**config.mk**
```make
export PLATFORM = sky130hd
export DESIGN_NAME = lphs_ctrl
export DESIGN_NICKNAME = d
export VERILOG_FILES = /design/src/sv/lphs_pkg.sv /design/src/sv/lphs_ctrl.sv
export SDC_FILE = /design/constraint.sdc
export NUM_CORES = 1
export LEC_CHECK = 0
export BUFFER_PORTS_ARGS = -buffer_cell sky130_fd_sc_hd__buf_2
export CAP_MARGIN = 0
export CORE_AREA = 2 2 39 41
export CTS_CLUSTER_DIAMETER = 30
export CTS_CLUSTER_SIZE = 24
export DETAILED_ROUTE_END_ITERATION = 7
export DIE_AREA = 0 0 41 43
export PLACE_DENSITY = 0.6
export SYNTH_ARGS = -nofsm -noshare
export SYNTH_HDL_FRONTEND = slang
export SYNTH_SLANG_ARGS = --single-unit
```
**constraint.sdc**
```tcl
create_clock -name clk -period 1.75 [get_ports clk]
set_input_delay 0.2625 -clock clk [delete_from_list [all_inputs] [get_ports clk]]
set_output_delay 0.2625 -clock clk [all_outputs]
set_load 0.03 [all_outputs]
```
**src/sv/lphs_pkg.sv**
```systemverilog
package lphs_pkg;

    // fixed field widths
    localparam int ACTION_W  = 2;
    localparam int STATUS_W  = 3;
    localparam int SLOT_W    = 10;
    // home slot is taken from the key shifted right by this many bits
    localparam int KEY_SHIFT = 4;

    // request actions; the unused code behaves as a lookup
    typedef enum logic [ACTION_W-1:0] {
        ACT_LOOKUP = 2'd0,
        ACT_INSERT = 2'd1,
        ACT_REMOVE = 2'd2,
        ACT_SPARE  = 2'd3
    } action_t;

    // response status codes
    typedef enum logic [STATUS_W-1:0] {
        STATUS_DONE      = 3'd0,
        STATUS_PRESENT   = 3'd1,
        STATUS_NOT_FOUND = 3'd2,
        STATUS_FULL      = 3'd3,
        STATUS_NULL      = 3'd4
    } status_t;

    // per-slot marks
    typedef enum logic [1:0] {
        MARK_EMPTY   = 2'd0,
        MARK_USED    = 2'd1,
        MARK_DELETED = 2'd2
    } mark_t;

    // which slot goes into the response
    typedef enum logic [1:0] {
        SEL_NONE  = 2'd0,
        SEL_PROBE = 2'd1,
        SEL_DEL   = 2'd2
    } slot_sel_t;

    // controller states
    typedef enum logic [2:0] {
        ST_CLEAR,
        ST_IDLE,
        ST_HASH,
        ST_PROBE
    } state_t;

    // controller to datapath
    typedef struct packed {
        logic      clear;
        logic      load;
        logic      probe_start;
        logic      probe_step;
        logic      finish;
        status_t   res_status;
        slot_sel_t res_slot;
        logic      wr_en;
        logic      wr_key;
        logic      wr_at_del;
        mark_t     wr_mark;
    } lphs_cmd_t;

    // datapath to controller
    typedef struct packed {
        logic clear_last;
        logic home_ready;
        logic out_free;
        logic key_null;
        logic is_insert;
        logic is_remove;
        logic hit;
        logic empty;
        logic del_any;
        logic last;
    } lphs_sts_t;

endpackage

```
**src/sv/lphs_ctrl.sv**
```systemverilog
module lphs_ctrl
    import lphs_pkg::*;
(
    input  logic      clk,
    input  logic      rst_n,
    input  logic      req_fire,
    output logic      req_ready,
    input  lphs_sts_t sts,
    output lphs_cmd_t cmd
);

    state_t state_reg;
    state_t state_next;

    // state register
    always_ff @(posedge clk or negedge rst_n)
    begin
        if (!rst_n)
        begin
            state_reg <= ST_CLEAR;
        end
        else
        begin
            state_reg <= state_next;
        end
    end

    // next state and commands
    always_comb
    begin
        state_next     = state_reg;
        req_ready      = 1'b0;
        cmd            = '0;
        cmd.res_status = STATUS_NOT_FOUND;
        cmd.res_slot   = SEL_NONE;
        cmd.wr_mark    = MARK_EMPTY;

        case (state_reg)
            ST_CLEAR:
            begin
                cmd.clear = 1'b1;
                if (sts.clear_last)
                begin
                    state_next = ST_IDLE;
                end
            end

            ST_IDLE:
            begin
                req_ready = 1'b1;
                if (req_fire)
                begin
                    cmd.load   = 1'b1;
                    state_next = ST_HASH;
                end
            end

            ST_HASH:
            begin
                // start only once the home slot is ready and the output register can take the result
                if (sts.out_free && sts.home_ready)
                begin
                    if (sts.key_null)
                    begin
                        cmd.finish     = 1'b1;
                        cmd.res_status = STATUS_NULL;
                        state_next     = ST_IDLE;
                    end
                    else
                    begin
                        cmd.probe_start = 1'b1;
                        state_next      = ST_PROBE;
                    end
                end
            end

            ST_PROBE:
            begin
                if (sts.hit)
                begin
                    cmd.finish   = 1'b1;
                    cmd.res_slot = SEL_PROBE;
                    state_next   = ST_IDLE;
                    if (sts.is_insert)
                    begin
                        cmd.res_status = STATUS_PRESENT;
                    end
                    else
                    begin
                        cmd.res_status = STATUS_DONE;
                        if (sts.is_remove)
                        begin
                            cmd.wr_en   = 1'b1;
                            cmd.wr_mark = MARK_DELETED;
                        end
                    end
                end
                else if (sts.empty || sts.last)
                begin
                    cmd.finish = 1'b1;
                    state_next = ST_IDLE;
                    // insert takes the first deleted slot, else this empty one
                    if (sts.is_insert && (sts.empty || sts.del_any))
                    begin
                        cmd.res_status = STATUS_DONE;
                        cmd.res_slot   = SEL_DEL;
                        cmd.wr_en      = 1'b1;
                        cmd.wr_key     = 1'b1;
                        cmd.wr_at_del  = 1'b1;
                        cmd.wr_mark    = MARK_USED;
                    end
                    else if (sts.is_insert)
                    begin
                        cmd.res_status = STATUS_FULL;
                    end
                    else
                    begin
                        cmd.res_status = STATUS_NOT_FOUND;
                    end
                end
                else
                begin
                    cmd.probe_step = 1'b1;
                end
            end

            default:
            begin
                state_next = ST_IDLE;
            end
        endcase
    end

endmodule

```
# Word level (Yosys, flattened, before mapping)
# Cells that the tools add are included.
# classes
n_eq_ne,7
mux,33
n_reduce_logical,6
# ops
cell,n
7-bit two-way mux,3
3-bit two-way mux,6
1-bit two-way mux,14
3-bit case mux with 4 select lines,1
11-bit two-way mux,1
2-bit two-way mux,5
4-bit two-way mux,2
4-bit case mux with 2 select lines,1
3-bit by 2-bit == test with 1-bit output (second input constant),2
2-bit != test (second input constant),3
4-bit AND reduction,1
3-bit by 1-bit == test with 1-bit output (second input constant),1
3-bit logical NOT,1
3-bit != test (second input constant),1
1-bit logical AND,2
1-bit logical OR,2
# word_totals
ff_bits,3
input_bits,13
output_inout_bits,16
word_cells,47

# Longest topological paths before layout
# Gate-level depths: netlist of run 1.
# logic_depth
depth_word,6
ltp_mapped,5
depth_no_buf,5

# Least setup slack after synthesis of run 1
# OpenSTA, ideal clock, no wires.
# synth_timing
path_type,reg2out
start,reg state_reg[0]
end,out cmd[2] (netlist bit)
arrival_time_ns,1.837
t_required_ns,1.487
slack_ns,-0.350
path_stages_with_launch,5
path_buffers,1
path_cell_list,dfrtp_1 > ha_1 > inv_1 > nor3b_1 > buf_4
# synth_lines
item,line_no,rtl
"start, declared",lphs_ctrl.sv:12,state_t state_reg;
"start signal, assigned",lphs_ctrl.sv:24,state_reg <= state_next;
"end, declared",lphs_ctrl.sv:9,output lphs_cmd_t cmd

==> run metrics, run 1 <==
run status complete, no violations; Post-synth top flop sky130_fd_sc_hd__dfrtp_1; RSZ-0062 raised after global routing true; final setup violation count 0; cell-internal power ~0.37 mW; dominant cells by area after synthesis sky130_fd_sc_hd__dfrtp_1 (14%), sky130_fd_sc_hd__ha_1 (14%), sky130_fd_sc_hd__a2111oi_4 (7.8%), sky130_fd_sc_hd__nor2b_1 (7.1%), sky130_fd_sc_hd__nor4b_4 (6.8%); hold crit path type in2async; post-route met1 wirelength 346 um; Yosys warning count 0; pin count of the biggest net entering global routing 9; initial core utilization 0.254; Core Area 1380 um2; sequential cell area fraction in the yosys report 0.142; worst setup path category reg2out; reg2reg setup slack 0.21 ns; top achievable clock speed between 0.5 and 0.6 GHz; origin of the critical flop-to-flop path state_reg[0]; relative slew slack 0.777; Clock Tree Buf Depth 2; Std-Cell Rows 14; sequential cell fraction of total power 0.121; DR vias 381; cell type contributing the most total cell area after synthesis sky130_fd_sc_hd__dfrtp_1; count of input and output buffers 28; total met3 wirelength after detailed routing 64 um; number of flip-flops in the largest register 2; insertion delay to the later sink of the worst-skew pair ~0.22 ns; net switching share of the total power 0.499; number of distinct standard cells referenced by the synthesized netlist 21; Power, Total 0.735 mW; wire length of the first global-routing pass 1320 um; utilization after layout 0.421; critical path, cell by cell inv_2 -> ha_2 -> and4_4 -> o21bai_1 -> buf_4; flops & latches, synth 2; critical path data arrival time about 1.4 ns; cts bufs inserted 3; Initial DRT Pass Iterations 1; final period demand of the worst path around 1.7 ns; relative contribution of combinational cells to total power 0.739; launching element type of the critical path flop; max incr delay on CP 0.40 ns; Synth top area share 0.142; actual transition at the worst max-transition pin 0.334 ns; antenna diode count 0; Static Leak 0.305 nW; number of violations of the max-capacitance limit 0; critical path required time 1.49 ns; Total Die Area 1760 um2; final routed DRC violation total 0; Buf/Inv on CP 2; Clk pwr share 0.140; clock tree from TritonCTS done; final layout net count 90; Post-DRT Antenna Nets 0; Async S/R FF share, synth 1.00; Die H 43 um; Netlist Area Pre-Place around 350 um2; Setup crit end kind output pin; area delta synth->final 65.8%; clock transition at the registers of the reported paths 0.03 ns; number of enable flip-flop cells after synthesis 0; post-route insts no fill slightly below 90; via/cell ratio 4.38; setup tns final 0 ns; routed length on met2 433 um; Post-Synthesis Mean Instance Area 8.79 um2; Post-Route WL 844 um; ratio of cells with drive above 1 in the final layout 0.592; final critical-path share of the clock period 0.957; RR Endpoint state_reg[1]; crit path max fanout 3; Crit path max-delay family flip-flops; overflow left after global routing 0; Seq. cell area 50.0 um2; nets in the synthesized netlist 57; clock sinks 2; placed cell count 82; final slew viol count 0; ranking of synthesized cells by instance count sky130_fd_sc_hd__ha_1 (4), sky130_fd_sc_hd__nor2b_1 (4); global placement routability congestion 0.620; sw power 0.367 mW; master cell of the clock root buffer sky130_fd_sc_hd__clkbuf_4; uppermost metal layer occupied by signal nets met3; vias in the first global route about 360; HPWL after detailed placement about 700 um; cell type of the slowest stage on the worst timing path sky130_fd_sc_hd__dfrtp_1; count of endpoints failing hold in the final timing report 0; depth of the most critical reg-to-reg path 4; power per standard cell area 1260 nW/um2; # fillers 148; number of ports placed on the die boundary 29; area of the multi-input gates 297 um2; horizontal die dimension 41 um; number of instances in the synthesized netlist 40; routed len/inst 9.70 um; H-Tree Level Count 1; Detailed Route Iter0 Violations 0; Max IR drop VDD 0.651 mV; global routing usage summed across all routing layers 0.109; antenna violations before repair 0; worst setup skew after layout ~0.001 ns
logic make-up after synthesis:
family                     after synthesis  share of synthesized area
AOI/OAI and AO/OA                        7                      0.181
adders and majority gates                4                      0.142
buffers and inverters                    6                     0.0961
DFF                                      2                      0.142
muxes                                    2                     0.0569
and+or+nand+nor                         19                      0.381
repair_timing:
item,CTS,global route
setup endpoints to repair,2,7
hold buffers,1,0
pin swaps,0,0
cloned,0,0
buffers inserted,0,1
hold endpoints to repair,2,0
resized for setup,2,15
worst register-to-register path, delay by kind of cell, from the launching register on:
kind / cells / cell delay, ns
muxes: 1 / 0.25
AOI/OAI and AO/OA: 1 / 0.39
and+or+nand+nor: 1 / 0.16
adders and majority gates: 1 / 0.26
DFF: 1 / 0.40
cell type report:
class | instances | share of cell area
Clock buffer | 3 | 0.0386
Inverter | 3 | 0.0193
Multi-Input combinational cell | 32 | 0.509
Sequential cell | 2 | 0.0858
Tap cell | 16 | 0.0343
Timing Repair Buffer | 31 | 0.313
metal layers:
metal / global-route usage / vias up
li1: - / 201
met1: 0.119 / 163
met2: 0.175 / 17
met3: 0.0314 / 0
met4: 0.0600 / 0
met5: 0 / -
cell usage in the layout, fill, tap and decap left out, drive strengths merged:
master	instances
a2111oi	1
a21oi	3
and2	2
and3b	1
and4	1
buf	30
clkbuf	3
dfrtp	2
dlygate4sd3	1
ha	4
inv	3
mux2i	2
nand2	2
nand3b	1
nor2	3
nor2b	4
nor3	1
nor3b	2
nor4b	1
o21ai	1
o21bai	1
o32ai	1
or3b	1
power by group through the flow:
stage	Sequential [mW]	Clock [mW]	Combinational, mW
2_1_floorplan	0.0834	0	0.391
3_3_place_gp	0.0855	0	0.503
3_5_place_dp	0.0882	0	0.506
4_1_cts	0.0873	0.110	0.519
5_1_grt	0.0926	0.118	0.589
6_report	0.0889	0.103	0.543
worst max path at each step:
stage | startpoint | end | slack, ns | depth (start not counted)
after floorplan | state_reg[0] | cmd[10] | 0.0003 | 4
after global placement | state_reg[0] | state_reg[0] | 0.25 | 4
after detailed placement | state_reg[0] | state_reg[1] | 0.21 | 5
after CTS | state_reg[0] | cmd[10] | 0.006 | 5
after global routing | state_reg[0] | cmd[10] | -0.001 | 5
final | state_reg[0] | cmd[10] | 0.07 | 5
through the flow:
| step | worst slack, ns | instance area (um2) | hold WS, ns |
|---|---|---|---|
| after floorplan | 0.000273 | 364 | -0.0331 |
| after global placement | 0.248 | 509 | 0.0488 |
| after detailed placement | 0.206 | 509 | 0.0494 |
| after CTS | 0.00644 | 547 | 0.343 |
| after global routing | -0.00135 | 583 | 0.352 |
| final | 0.0749 | 583 | 0.361 |
Note: power is estimated with default switching activity, not from simulation.
==> run 2, diff against run 1 <==
--- a/config.mk
+++ b/config.mk
@@ -9,3 +9,5 @@
 export CAP_MARGIN = 0
-export CORE_AREA = 2 2 39 41
+export CELL_PAD_IN_SITES_DETAIL_PLACEMENT = 0
+export CELL_PAD_IN_SITES_GLOBAL_PLACEMENT = 1
+export CORE_UTILIZATION = 24
 export CTS_CLUSTER_DIAMETER = 30
@@ -13,4 +15,4 @@
 export DETAILED_ROUTE_END_ITERATION = 7
-export DIE_AREA = 0 0 41 43
-export PLACE_DENSITY = 0.6
+export HOLD_SLACK_MARGIN = 0.02
+export PLACE_DENSITY = 0.77
 export SYNTH_ARGS = -nofsm -noshare
--- a/constraint.sdc
+++ b/constraint.sdc
@@ -3,2 +3,2 @@
 set_output_delay 0.2625 -clock clk [all_outputs]
-set_load 0.03 [all_outputs]
+set_load 0.1 [all_outputs]
==> run 2 against run 1 <==
  * Worst hold slack worse by 0.015 ns
  * Die area down 8.0%
  * Setup slack worse by 0.051 ns
  * Global-route usage up 3.4 points
  * Via count up 8.4%
  * Largest cell class is now non-clock buffers
==> run metrics, run 2 (synthesized netlist as in run 1, its figures left out) <==
ratio of cells with drive above 1 in the final layout 0.712 (was 0.592); global placement routability congestion 0.779 (was 0.620); Die H 40.3 um (was 43 um); critical path data arrival time 1.46 ns (was 1.41 ns); final critical-path share of the clock period 0.986 (was 0.957); depth of the most critical reg-to-reg path 5 (was 4); Total Die Area 1620 um2 (was 1760 um2); Detailed Route Iter0 Violations 6 (was 0); crit path max fanout 3 (unchanged); power per standard cell area 1580 nW/um2 (was 1260 nW/um2); launching element type of the critical path flop (unchanged); clock tree from TritonCTS done (unchanged); DR vias 413 (was 381); number of flip-flops in the largest register 2 (unchanged); run status complete, no violations (unchanged); top achievable clock speed 0.579 GHz (was 0.597 GHz); relative contribution of combinational cells to total power 0.848 (was 0.739); overflow left after global routing 0 (unchanged); Clk pwr share 0.077 (was 0.140); global routing usage summed across all routing layers 0.143 (was 0.109); top library cells by usage in the layout, fill and taps aside sky130_fd_sc_hd__buf_12 (15), sky130_fd_sc_hd__buf_2 (13), sky130_fd_sc_hd__nor2b_1 (4), sky130_fd_sc_hd__clkbuf_4 (4), sky130_fd_sc_hd__buf_4 (3) (was sky130_fd_sc_hd__buf_2 (21), sky130_fd_sc_hd__buf_4 (9), sky130_fd_sc_hd__nor2b_1 (4)); source of the critical timing path state_reg[0] (unchanged); master cell of the clock root buffer sky130_fd_sc_hd__clkbuf_4 (unchanged); count of input and output buffers 28 (unchanged); origin of the critical flop-to-flop path state_reg[0] (unchanged); WHS 0.345 ns (was 0.361 ns); number of ports placed on the die boundary 29 (unchanged); count of endpoints failing hold in the final timing report 0 (unchanged); final slew viol count 0 (unchanged); hold crit path type in2async (unchanged); Static Leak 0.372 nW (was 0.305 nW); antenna diode count 0 (unchanged); Std-Cell Rows 13 (was 14); pin count of the biggest net entering global routing 9 (unchanged); HPWL after detailed placement 816 um (was 713 um); commonest non-fill, non-tap cell in the layout sky130_fd_sc_hd__buf_12 (was sky130_fd_sc_hd__buf_2); Core Area 1330 um2 (was 1380 um2); cell-internal power 0.558 mW (was 0.369 mW); wire length of the first global-routing pass 1440 um (was 1320 um); final layout net count 92 (was 90); worst setup path category reg2out (unchanged); sequential cell fraction of total power 0.075 (was 0.121); critical path required time 1.49 ns (about the same); Clock Tree Buf Depth 2 (unchanged); horizontal die dimension 40.3 um (was 41 um); clock transition at the registers of the reported paths 0.03 ns (about the same); vias in the first global route 388 (was 363); relative slew slack 0.680 (was 0.777); post-route insts no fill 88 (was 87); RSZ-0062 raised after global routing true (unchanged); number of violations of the max-capacitance limit 0 (unchanged); # fillers 115 (was 148); placed cell count 82 (unchanged); Power, Total 1.38 mW (was 0.735 mW); Setup crit end kind output pin (unchanged); area delta synth->final 148% (was 65.8%); sw power 0.819 mW (was 0.367 mW); RR Endpoint state_reg[1] (unchanged); via/cell ratio 4.69 (was 4.38); final period demand of the worst path 1.73 ns (was 1.68 ns); insertion delay to the later sink of the worst-skew pair 0.23 ns (was 0.22 ns); final setup violation count 0 (unchanged); Post-DRT Antenna Nets 0 (unchanged); actual transition at the worst max-transition pin 0.484 ns (was 0.334 ns); final routed DRC violation total 0 (unchanged); Post-Route WL 1030 um (was 844 um); worst setup skew after layout 0.00567 ns (was 0.000976 ns); reg2reg setup slack 0.12 ns (was 0.21 ns); setup tns final 0 ns (unchanged); antenna violations before repair 0 (unchanged); initial core utilization 0.264 (was 0.254); H-Tree Level Count 1 (unchanged); cts bufs inserted 3 (unchanged); net switching share of the total power 0.595 (was 0.499); Max IR drop VDD 1.01 mV (was 0.651 mV); clock sinks 2 (unchanged); routed len/inst 11.7 um (was 9.70 um); Initial DRT Pass Iterations 2 (was 1)
## run 2: cell types whose count changed in the layout (fill, tap and decap cells not counted), sizes merged
cell    before  now
buf         30   31
clkbuf       3    4
## run 2: worst max-delay path by stage
stage                    to  slack [ns]  cells after the start
floorplan            cmd[2]       -0.47                      4
global placement     cmd[2]        0.20                      6
detailed placement   cmd[6]        0.14                      6
CTS                 cmd[10]       -0.01                      5
global route        cmd[10]       -0.04                      5
finish              cmd[10]        0.02                      5
## run 2: final cells by class
type,instances,area (um2),share of cell area
tap,15,18.8,0.0215
inverter,3,13.8,0.0158
clock buffer,3,22.5,0.0258
multi-input combinational,32,360,0.413
timing repair buffer,33,405,0.465
sequential,2,51.3,0.0588
## run 2: power groups by stage
| stage | Combinational (mW) | Sequential, mW | Clock [mW] |
|---|---|---|---|
| floorplan | 0.836 | 0.0842 | 0 |
| global placement | 1.10 | 0.0867 | 0 |
| detailed placement | 1.11 | 0.0874 | 0 |
| CTS | 1.14 | 0.0882 | 0.109 |
| global route | 1.22 | 0.107 | 0.119 |
| finish | 1.17 | 0.104 | 0.106 |
## run 2: critical path: stages, from the launching register on
cell,delay [ns]
sky130_fd_sc_hd__dfrtp_1,0.42
sky130_fd_sc_hd__inv_2,0.10
sky130_fd_sc_hd__ha_4,0.13
sky130_fd_sc_hd__and4_4,0.25
sky130_fd_sc_hd__o21bai_4,0.14
sky130_fd_sc_hd__buf_12,0.18
## run 2: metrics by stage
step | utilization | setup slack [ns] | cell area [um2]
floorplan | - | -0.470 | 454
global placement | 0.593 | 0.197 | 791
detailed placement | 0.593 | 0.139 | 791
CTS | 0.630 | -0.0125 | 841
global route | 0.654 | -0.0368 | 872
finish | 0.654 | 0.0240 | 872
## run 2: metal layers
layer	global-route usage	share of wire	vias to the layer above
li1	-	-	207
met3	0.0389	0.031	0
met1	0.125	0.36	196
met2	0.270	0.61	10
met5	0	0	-
met4	0.108	0	0
## run 2: what timing repair did
item,in CTS,in global routing
hold buffers,1,0
hold endpoints to repair,2,0
setup buffers,1,1
setup endpoints to repair,3,8
gates resized for setup,3,4
pin swaps,1,4
